<file path="src/hdl/efpr_pkg.sv">
// Shared types and constants of the framed ping-pong receiver.
package efpr_pkg;

  localparam int unsigned LenW = 6;

  localparam logic [7:0] ByteNul = 8'd0;
  localparam logic [7:0] ByteCr  = 8'd13;
  localparam logic [7:0] ByteLf  = 8'd10;

  localparam logic [LenW-1:0] MaxResults = 6'd63;

  localparam logic CmdRx  = 1'b0;
  localparam logic CmdPop = 1'b1;

  localparam logic CfgStart = 1'b0;
  localparam logic CfgEnd   = 1'b1;

  localparam logic [7:0] StartReset = 8'd2;
  localparam logic [7:0] EndReset   = 8'd3;

  // What a pop has to deliver, as seen when the pop is taken.
  typedef struct packed {
    logic            avail;
    logic [LenW-1:0] len;
    logic [LenW-1:0] count;
  } pop_cmd_t;

  typedef enum logic [1:0] {
    StIdle   = 2'b01,
    StStream = 2'b10
  } pop_state_e;

endpackage

</file>
<file path="src/hdl/efpr_store.sv">
// Two-half message memory with one write port and one registered read port.
module efpr_store #(
  parameter int unsigned AddrW = 7
) (
  input  logic             clk_i,
  input  logic             wr_en_i,
  input  logic [AddrW-1:0] wr_addr_i,
  input  logic [7:0]       wr_data_i,
  input  logic             rd_en_i,
  input  logic [AddrW-1:0] rd_addr_i,
  output logic [7:0]       rd_data_o
);

  logic [7:0] mem_q [2**AddrW];
  logic [7:0] rd_data_q;

  always_ff @(posedge clk_i) begin
    if (wr_en_i) begin
      mem_q[wr_addr_i] <= wr_data_i;
    end
  end

  // The read data holds until the next read, so a stalled result keeps its byte.
  always_ff @(posedge clk_i) begin
    if (rd_en_i) begin
      rd_data_q <= mem_q[rd_addr_i];
    end
  end

  assign rd_data_o = rd_data_q;

endmodule

</file>
<file path="src/hdl/efpr_rx.sv">
// Receive path: byte filtering, fill index, half swap and message bookkeeping.
module efpr_rx #(
  parameter int unsigned HALF_BYTES = 64
) (
  input  logic                                clk_i,
  input  logic                                rst_ni,
  input  logic                                byte_go_i,
  input  logic [7:0]                          byte_i,
  input  logic                                pop_go_i,
  input  logic [7:0]                          start_char_i,
  input  logic [7:0]                          end_char_i,
  output logic                                wr_en_o,
  output logic [$clog2(HALF_BYTES):0]         wr_addr_o,
  output efpr_pkg::pop_cmd_t                  pop_cmd_o,
  output logic                                rd_half_o,
  output logic                                pending_o
);

  import efpr_pkg::*;

  localparam int unsigned IdxW = $clog2(HALF_BYTES);
  localparam logic [IdxW-1:0] IdxLast = IdxW'(HALF_BYTES - 1);

  logic            half_q, half_d;
  logic [IdxW-1:0] fill_q, fill_d;
  logic [IdxW-1:0] done_q, done_d;
  logic            pending_q, pending_d;
  logic            drop, is_end;
  logic [LenW-1:0] len6;

  assign drop = (byte_i == ByteNul) || (byte_i == ByteCr) || (byte_i == ByteLf) ||
                (byte_i == start_char_i);
  assign is_end = !drop && (byte_i == end_char_i);

  always_comb begin
    half_d    = half_q;
    fill_d    = fill_q;
    done_d    = done_q;
    pending_d = pending_q;
    if (pop_go_i) begin
      pending_d = 1'b0;
    end
    if (byte_go_i && is_end) begin
      done_d    = fill_q;
      fill_d    = '0;
      half_d    = ~half_q;
      pending_d = 1'b1;
    end else if (byte_go_i && !drop) begin
      fill_d = (fill_q == IdxLast) ? '0 : fill_q + 1'b1;
    end
  end

  always_ff @(posedge clk_i or negedge rst_ni) begin
    if (!rst_ni) begin
      half_q    <= 1'b1;
      fill_q    <= '0;
      done_q    <= '0;
      pending_q <= 1'b0;
    end else begin
      half_q    <= half_d;
      fill_q    <= fill_d;
      done_q    <= done_d;
      pending_q <= pending_d;
    end
  end

  assign wr_en_o   = byte_go_i && !drop && !is_end;
  assign wr_addr_o = {half_q, fill_q};

  assign len6 = LenW'(done_q);

  always_comb begin
    pop_cmd_o.avail = pending_q;
    pop_cmd_o.len   = pending_q ? len6 : '0;
    if (!pending_q) begin
      pop_cmd_o.count = '0;
    end else if (32'(done_q) > 32'(MaxResults)) begin
      pop_cmd_o.count = MaxResults;
    end else begin
      pop_cmd_o.count = len6;
    end
  end

  assign rd_half_o = ~half_q;
  assign pending_o = pending_q;

endmodule

</file>
<file path="src/hdl/efpr_pop.sv">
// Pop sequencer: issues memory reads and fills the output register.
module efpr_pop #(
  parameter int unsigned IdxW = 6
) (
  input  logic               clk_i,
  input  logic               rst_ni,
  input  logic               pop_go_i,
  input  efpr_pkg::pop_cmd_t pop_cmd_i,
  input  logic               rd_half_i,
  input  logic               out_ready_i,
  output logic               busy_o,
  output logic               rd_en_o,
  output logic [IdxW:0]      rd_addr_o,
  output logic               out_valid_o,
  output logic               out_avail_o,
  output logic [efpr_pkg::LenW-1:0] out_len_o,
  output logic               out_has_o,
  output logic               out_last_o
);

  import efpr_pkg::*;

  pop_state_e      state_q, state_d;
  pop_cmd_t        cmd_q;
  logic            half_q;
  logic [LenW-1:0] cnt_q;
  logic            valid_q, valid_d;
  logic            avail_q, has_q, last_q;
  logic [LenW-1:0] len_q;
  logic            single, slot_free, load, is_last;

  assign single    = !cmd_q.avail || (cmd_q.count == '0);
  assign slot_free = !valid_q || out_ready_i;
  assign load      = (state_q == StStream) && slot_free;
  assign is_last   = single || ((cnt_q + 6'd1) == cmd_q.count);

  always_comb begin
    state_d = state_q;
    case (state_q)
      StIdle: begin
        if (pop_go_i) begin
          state_d = StStream;
        end
      end
      StStream: begin
        if (load && is_last) begin
          state_d = StIdle;
        end
      end
      default: state_d = StIdle;
    endcase
  end

  always_comb begin
    valid_d = valid_q;
    if (load) begin
      valid_d = 1'b1;
    end else if (out_ready_i) begin
      valid_d = 1'b0;
    end
  end

  always_ff @(posedge clk_i or negedge rst_ni) begin
    if (!rst_ni) begin
      state_q <= StIdle;
      valid_q <= 1'b0;
    end else begin
      state_q <= state_d;
      valid_q <= valid_d;
    end
  end

  always_ff @(posedge clk_i) begin
    if (pop_go_i) begin
      cmd_q  <= pop_cmd_i;
      half_q <= rd_half_i;
      cnt_q  <= '0;
    end else if (load) begin
      cnt_q <= cnt_q + 1'b1;
    end
    if (load) begin
      avail_q <= cmd_q.avail;
      len_q   <= cmd_q.len;
      has_q   <= !single;
      last_q  <= is_last;
    end
  end

  assign busy_o      = (state_q == StStream);
  assign rd_en_o     = load && !single;
  assign rd_addr_o   = {half_q, IdxW'(cnt_q)};
  assign out_valid_o = valid_q;
  assign out_avail_o = avail_q;
  assign out_len_o   = len_q;
  assign out_has_o   = has_q;
  assign out_last_o  = last_q;

endmodule

</file>
<file path="src/hdl/etx_framed_pingpong_receiver.sv">
// Top level of the framed ping-pong receiver with its stream and register ports.
// Flow: a received byte is stored at the edge of its transfer; a pop first enters
//   the streaming state, then loads one result per cycle while the output is ready.
// Throughput: one received byte per cycle while no pop streams; a pop holds the input
//   off until its last result is loaded, as the memory has a single read port.
// Reset: asynchronous, active low; state and character registers clear at once.
//   Data registers and the message memory do not; memory holds junk until written.
module etx_framed_pingpong_receiver #(
  parameter int unsigned HALF_BYTES = 64
) (
  input  logic        clk_i,
  input  logic        rst_ni,
  // Input stream.
  input  logic        s_axis_tvalid_i,
  output logic        s_axis_tready_o,
  input  logic [7:0]  s_axis_tdata_i,   // [7:0] rx_byte
  input  logic        s_axis_tuser_i,   // [0] cmd
  // Output stream.
  output logic        m_axis_tvalid_o,
  input  logic        m_axis_tready_i,
  output logic [15:0] m_axis_tdata_o,   // [5:0] msg_len, [13:6] data_byte, [15:14] zero
  output logic [1:0]  m_axis_tuser_o,   // [0] available, [1] has_byte
  output logic        m_axis_tlast_o,
  // Register write port.
  input  logic        cfg_we_i,
  input  logic        cfg_idx_i,
  input  logic [7:0]  cfg_wdata_i
);

  import efpr_pkg::*;

  localparam int unsigned IdxW = $clog2(HALF_BYTES);

  logic [7:0]      start_char_q, end_char_q;
  logic            in_xfer, byte_go, pop_go;
  logic            wr_en, rd_en, rd_half, pending, busy;
  logic [IdxW:0]   wr_addr, rd_addr;
  logic [7:0]      rd_data;
  pop_cmd_t        pop_cmd;
  logic            out_avail, out_has, out_last;
  logic [LenW-1:0] out_len;

  // Config registers; the user sends writes only while the block is quiet; not enforced.
  always_ff @(posedge clk_i or negedge rst_ni) begin
    if (!rst_ni) begin
      start_char_q <= StartReset;
      end_char_q   <= EndReset;
    end else if (cfg_we_i) begin
      case (cfg_idx_i)
        CfgStart: start_char_q <= cfg_wdata_i;
        CfgEnd:   end_char_q   <= cfg_wdata_i;
        default:  ;
      endcase
    end
  end

  // While a pop streams, the input is held off. That keeps memory writes away from
  // the reads of the pop and fixes the order of results.
  assign s_axis_tready_o = !busy;
  assign in_xfer = s_axis_tvalid_i && s_axis_tready_o;
  assign byte_go = in_xfer && (s_axis_tuser_i == CmdRx);
  assign pop_go  = in_xfer && (s_axis_tuser_i == CmdPop);

  efpr_rx #(
    .HALF_BYTES (HALF_BYTES)
  ) u_rx (
    .clk_i        (clk_i),
    .rst_ni       (rst_ni),
    .byte_go_i    (byte_go),
    .byte_i       (s_axis_tdata_i),
    .pop_go_i     (pop_go),
    .start_char_i (start_char_q),
    .end_char_i   (end_char_q),
    .wr_en_o      (wr_en),
    .wr_addr_o    (wr_addr),
    .pop_cmd_o    (pop_cmd),
    .rd_half_o    (rd_half),
    .pending_o    (pending)
  );

  // The memory is addressed as {half, index}, so each half spans a power of two.
  efpr_store #(
    .AddrW (IdxW + 1)
  ) u_store (
    .clk_i     (clk_i),
    .wr_en_i   (wr_en),
    .wr_addr_i (wr_addr),
    .wr_data_i (s_axis_tdata_i),
    .rd_en_i   (rd_en),
    .rd_addr_i (rd_addr),
    .rd_data_o (rd_data)
  );

  efpr_pop #(
    .IdxW (IdxW)
  ) u_pop (
    .clk_i       (clk_i),
    .rst_ni      (rst_ni),
    .pop_go_i    (pop_go),
    .pop_cmd_i   (pop_cmd),
    .rd_half_i   (rd_half),
    .out_ready_i (m_axis_tready_i),
    .busy_o      (busy),
    .rd_en_o     (rd_en),
    .rd_addr_o   (rd_addr),
    .out_valid_o (m_axis_tvalid_o),
    .out_avail_o (out_avail),
    .out_len_o   (out_len),
    .out_has_o   (out_has),
    .out_last_o  (out_last)
  );

  // The memory read register serves as the data half of the output register; it
  // only changes when a new result is loaded, so a stalled transfer stays stable.
  assign m_axis_tdata_o = {2'b00, (out_has ? rd_data : 8'd0), out_len};
  assign m_axis_tuser_o = {out_has, out_avail};
  assign m_axis_tlast_o = out_last;

  // A memory read and a memory write never fall in the same cycle.
  assert property (@(posedge clk_i) disable iff (!rst_ni) rd_en |-> !wr_en)
    else $error("message memory read and write collide");

  // A result that carries a byte always belongs to an available message.
  assert property (@(posedge clk_i) disable iff (!rst_ni)
      m_axis_tvalid_o && m_axis_tuser_o[1] |-> m_axis_tuser_o[0])
    else $error("byte result without an available message");

  // Taking a pop always consumes the pending message.
  assert property (@(posedge clk_i) disable iff (!rst_ni) pop_go |=> !pending)
    else $error("message still pending after a pop");

  // A result that is not available carries no length and is marked last.
  assert property (@(posedge clk_i) disable iff (!rst_ni)
      m_axis_tvalid_o && !m_axis_tuser_o[0] |-> (m_axis_tdata_o[5:0] == 6'd0) && m_axis_tlast_o)
    else $error("not-available result is malformed");

endmodule

</file>
<file path="config.mk">
export PLATFORM = sky130hd
export DESIGN_NAME = etx_framed_pingpong_receiver
export DESIGN_NICKNAME = d
export VERILOG_FILES = /design/src/hdl/efpr_pkg.sv /design/src/hdl/efpr_store.sv /design/src/hdl/efpr_rx.sv /design/src/hdl/efpr_pop.sv /design/src/hdl/etx_framed_pingpong_receiver.sv
export SDC_FILE = /design/constraint.sdc
export NUM_CORES = 1
export LEC_CHECK = 0
export BUFFER_PORTS_ARGS = -buffer_cell sky130_fd_sc_hd__buf_2
export CAP_MARGIN = 5
export CORE_MARGIN = 2
export CORE_UTILIZATION = 35
export CTS_BUF_LIST = sky130_fd_sc_hd__clkbuf_16
export CTS_CLUSTER_DIAMETER = 120
export DETAILED_ROUTE_END_ITERATION = 6
export PLACE_DENSITY = 0.45
export SLEW_MARGIN = 40
export SYNTH_ARGS = -nofsm -noshare
export SYNTH_HDL_FRONTEND = slang
export SYNTH_SLANG_ARGS = --single-unit
export TNS_END_PERCENT = 10
</file>
<file path="constraint.sdc">
create_clock -name clk_i -period 5.7 [get_ports clk_i]
set_input_delay 0.57 -clock clk_i [delete_from_list [all_inputs] [get_ports clk_i]]
set_output_delay 0.57 -clock clk_i [all_outputs]
set_load 0.01 [all_outputs]
</file>
==> summary.md <==
| Metric | Value |
|---|---|
| WHS Endpoint | end_char_q[5] |
| FF-to-FF End | u_store.rd_data_o[1] |
| DR iter-0 viols | 1,809 |
| Gr busiest metal | met2 |
| Final setup violation count | 0 |
| Pwr Density | 362 mW/mm² |
| Wire length per cell | ~29 µm |
| Post-synth EDFFs | 1,049 |
| Placed standard-cell area | roughly 0.045 mm² |
| Core Region | 0.122 mm² |
| Fmax | 0.257 GHz |
| Largest net degree at the start of global routing | 93 |
| Postcts setup bufs | 0 |
| Cts hold-fix bufs | 1 |
| GR Util met1 | 25.1% |
| Setup TNS | 0 ns |
| Most frequent cells after synthesis | 1,049 x edfxtp_1, 257 x mux2i_1, 144 x mux4_2, 143 x nor2_1, 128 x a22oi_1 |
| Count of standard-cell rows | between 100 and 150 |
| GPL Wtd Cong | 0.792 |
| Post-DP HPWL | 72.9 mm |
| Peak supply drop | ~260 µV |
| Hold path depth | 2 |
| Clock Sinks | between 1,000 and 1,500 |
| Synth top area cells | edfxtp_1 73%, mux4_2 7.5%, mux2i_1 6.0% |
| Clk_skew | 0.0335 ns |
| PortBufs | 41 |
| Critical Path RT | 6.16 ns |
| Layout cells sized above 1 | 20.1% |
| Number of H-tree levels | 3 |
| P_leak | approximately 15 nW |
| Post-Syn Instances | 2,338 |
| Final Hold Viols | 0 |
| CTS tree | yes |
| Die Span X | ~360 µm |
| Slew @ Worst Pin | 0.883 ns |
| Worst hold path startpoint | cfg_wdata_i[5] |
| WL final | 119 mm |
| Worst hold path class | input pin to register |
| Status | complete, no violations |
| Synth top area share | 73.0% |
| Post-CTS sizing | 0 |
| Crit-path max FO | 32 |
| Worst-path clk slew | 0.06 ns |
| Max_cap viols | 0 |
| Leading area contributor after synthesis | edfxtp_1 |
| Slew margin rel. | between 40% and 50% |
| Worst R2R Start | u_pop.cnt_q[2] |
| Drt first pass iters | 5 |
| Crit share post-route | approximately 68% |
| # IOs | 44 |
| Total grt overflow | 0 |
| Later-pin clock latency in the skew report | just over 0.7 ns |
| Arrival time worst endpoint | 4.35 ns |
| Routed Antenna Nets | 0 |
| Total GRT Usage | between 10% and 20% |
| CTS max path bufs | 3 |
| Setup CP Type | register to register |
| TritonCTS Buffers | 116 |
| Ys Warns | 0 |
| Slew Viols, Final | 0 |
| Final Critical Period | 3.90 ns |
| CP endpoint kind | register |
| RSZ-0062 raised after global routing | false |
| Total die area | 0.126 mm² |
| Drt via density | between 5 and 6 |
| Worst reg-to-reg setup slack | around 1.8 ns |
| Die extent in y | 355 µm |
| Yosys reg bits | 1,088 |
| Startpoint Class | register |
| Vias | approximately 22,000 |
| Final-stage net count | 2,432 |
| Count of cell types in the netlist | 49 |
| Mean Syn Cell Area | 18.5 µm² |
| Met3 Use GR | between 3 and 4% |
| Layout Area Growth over Synthesis | 14.0% |
| Number of global-route vias before repair | 22,700 |
| Asr flop ratio synth | 3.03% |
| Clock Tree Root | clkbuf_16 |
| Top-count cell post-synth | edfxtp_1 |
| Most used DFF post-synth | edfxtp_1 |
| Post-synthesis sequential area ratio | between 70 and 80% |
| DRC viols | 0 |
| Met2 Track Usage GR | 31.1% |
| Final Instance Area | a little under 0.05 mm² |
| Reg2reg path depth | 7 |
| Starting Density | 35.4% |
| Synthesized cell area | 0.0432 mm² |
| Initial antenna violation count | 5 |
| First-pass GRT wire length | 169 mm |
[sequential cells by signal (all words and copies together) (netlist names), 2 cells and up]
register	cells
u_store.mem_q	1024
end_char_q	8
start_char_q	8
u_store.rd_data_o	8
u_pop.cmd_q	7
u_pop.cnt_q	6
u_pop.out_len_o	6
u_rx.done_q	6
u_rx.fill_q	6
u_pop.state_q	2
[final cells by class]
type                            instances  area (µm²)
Inverter                                2        7.51
Clock inverter                        101         920
Tap cell                             1625        2030
Multi-Input combinational cell       1105       10200
Fill cell                           11000       72800
Timing Repair Buffer                   94         746
Clock buffer                          116        2900
Sequential cell                      1088       32500
Antenna cell                            3        7.51
[placed cells by master (no fill, tap or decap), drive strengths merged, types with 30 or more instances in the layout]
cell and n:
buf 93, mux4 144, mux2 30, nand2 89, clkinv 55, a31oi 65
clkbuf 116, edfxtp 1049, nor2 143, mux2i 257, nand2b 66, a21oi 67
a22oi 128
[worst max-delay path by stage]
stage / start / to / cells past startpoint
3_3_place_gp: s_axis_tdata_i[6] / u_store.mem_q[18][0] / 9
3_5_place_dp: s_axis_tdata_i[6] / u_store.mem_q[122][5] / 9
6_report: u_pop.cnt_q[2] / u_store.rd_data_o[1] / 7
4_1_cts: u_pop.cnt_q[0] / u_store.rd_data_o[5] / 7
2_1_floorplan: u_pop.state_q[0] / u_store.mem_q[106][0] / 9
5_1_grt: u_pop.cnt_q[0] / u_store.rd_data_o[0] / 7
[logic make-up (layout without fill, tap and decap cells)]
family	Yosys count	after routing	share of synthesized area [%]
compound gates	283	283	4.29
flops	1088	1088	75.2
xor+xnor	28	28	0.568
other cells	1	5	0.00868
simple gates	359	359	3.89
buf+inv	146	313	1.77
mux	431	431	14.3
fa+ha+maj	2	2	0.0579
[metal layers]
metal,share of wire [%],up-vias
met4,2.6,2
met1,43,11600
met5,0.0092,-
met2,49,594
met3,5.7,139
li1,-,9516
[through the flow]
stage,power [mW],instances,hold WS (ns),setup slack (ns),util [%]
floorplan,9.85,2339,0.274,2.78,-
global placement,10.4,3911,0.456,1.73,37.0
detailed placement,10.4,3913,0.466,1.75,37.1
CTS,18.0,4131,0.0490,1.73,40.3
global route,18.4,4131,0.0803,1.68,40.3
finish,17.8,4134,0.112,1.80,40.4
[critical path, cell delays in order (launching register included)]
cell and delay, ns:
dfxtp_4 0.64, nor2b_4 0.73, buf_4 0.60, a22oi_1 0.18, a21oi_1 0.40, a31oi_1 0.16, mux4_2 0.59, mux2_2 0.29
[report_power, final]
part | switching, mW | total (mW) | leakage (nW) | internal (mW)
logic | 0.849 | 1.30 | 3.08 | 0.450
clock network | 3.16 | 7.58 | 1.95 | 4.42
registers | 0.100 | 8.95 | 9.89 | 8.85
Note: power is estimated with default switching activity, not from simulation.
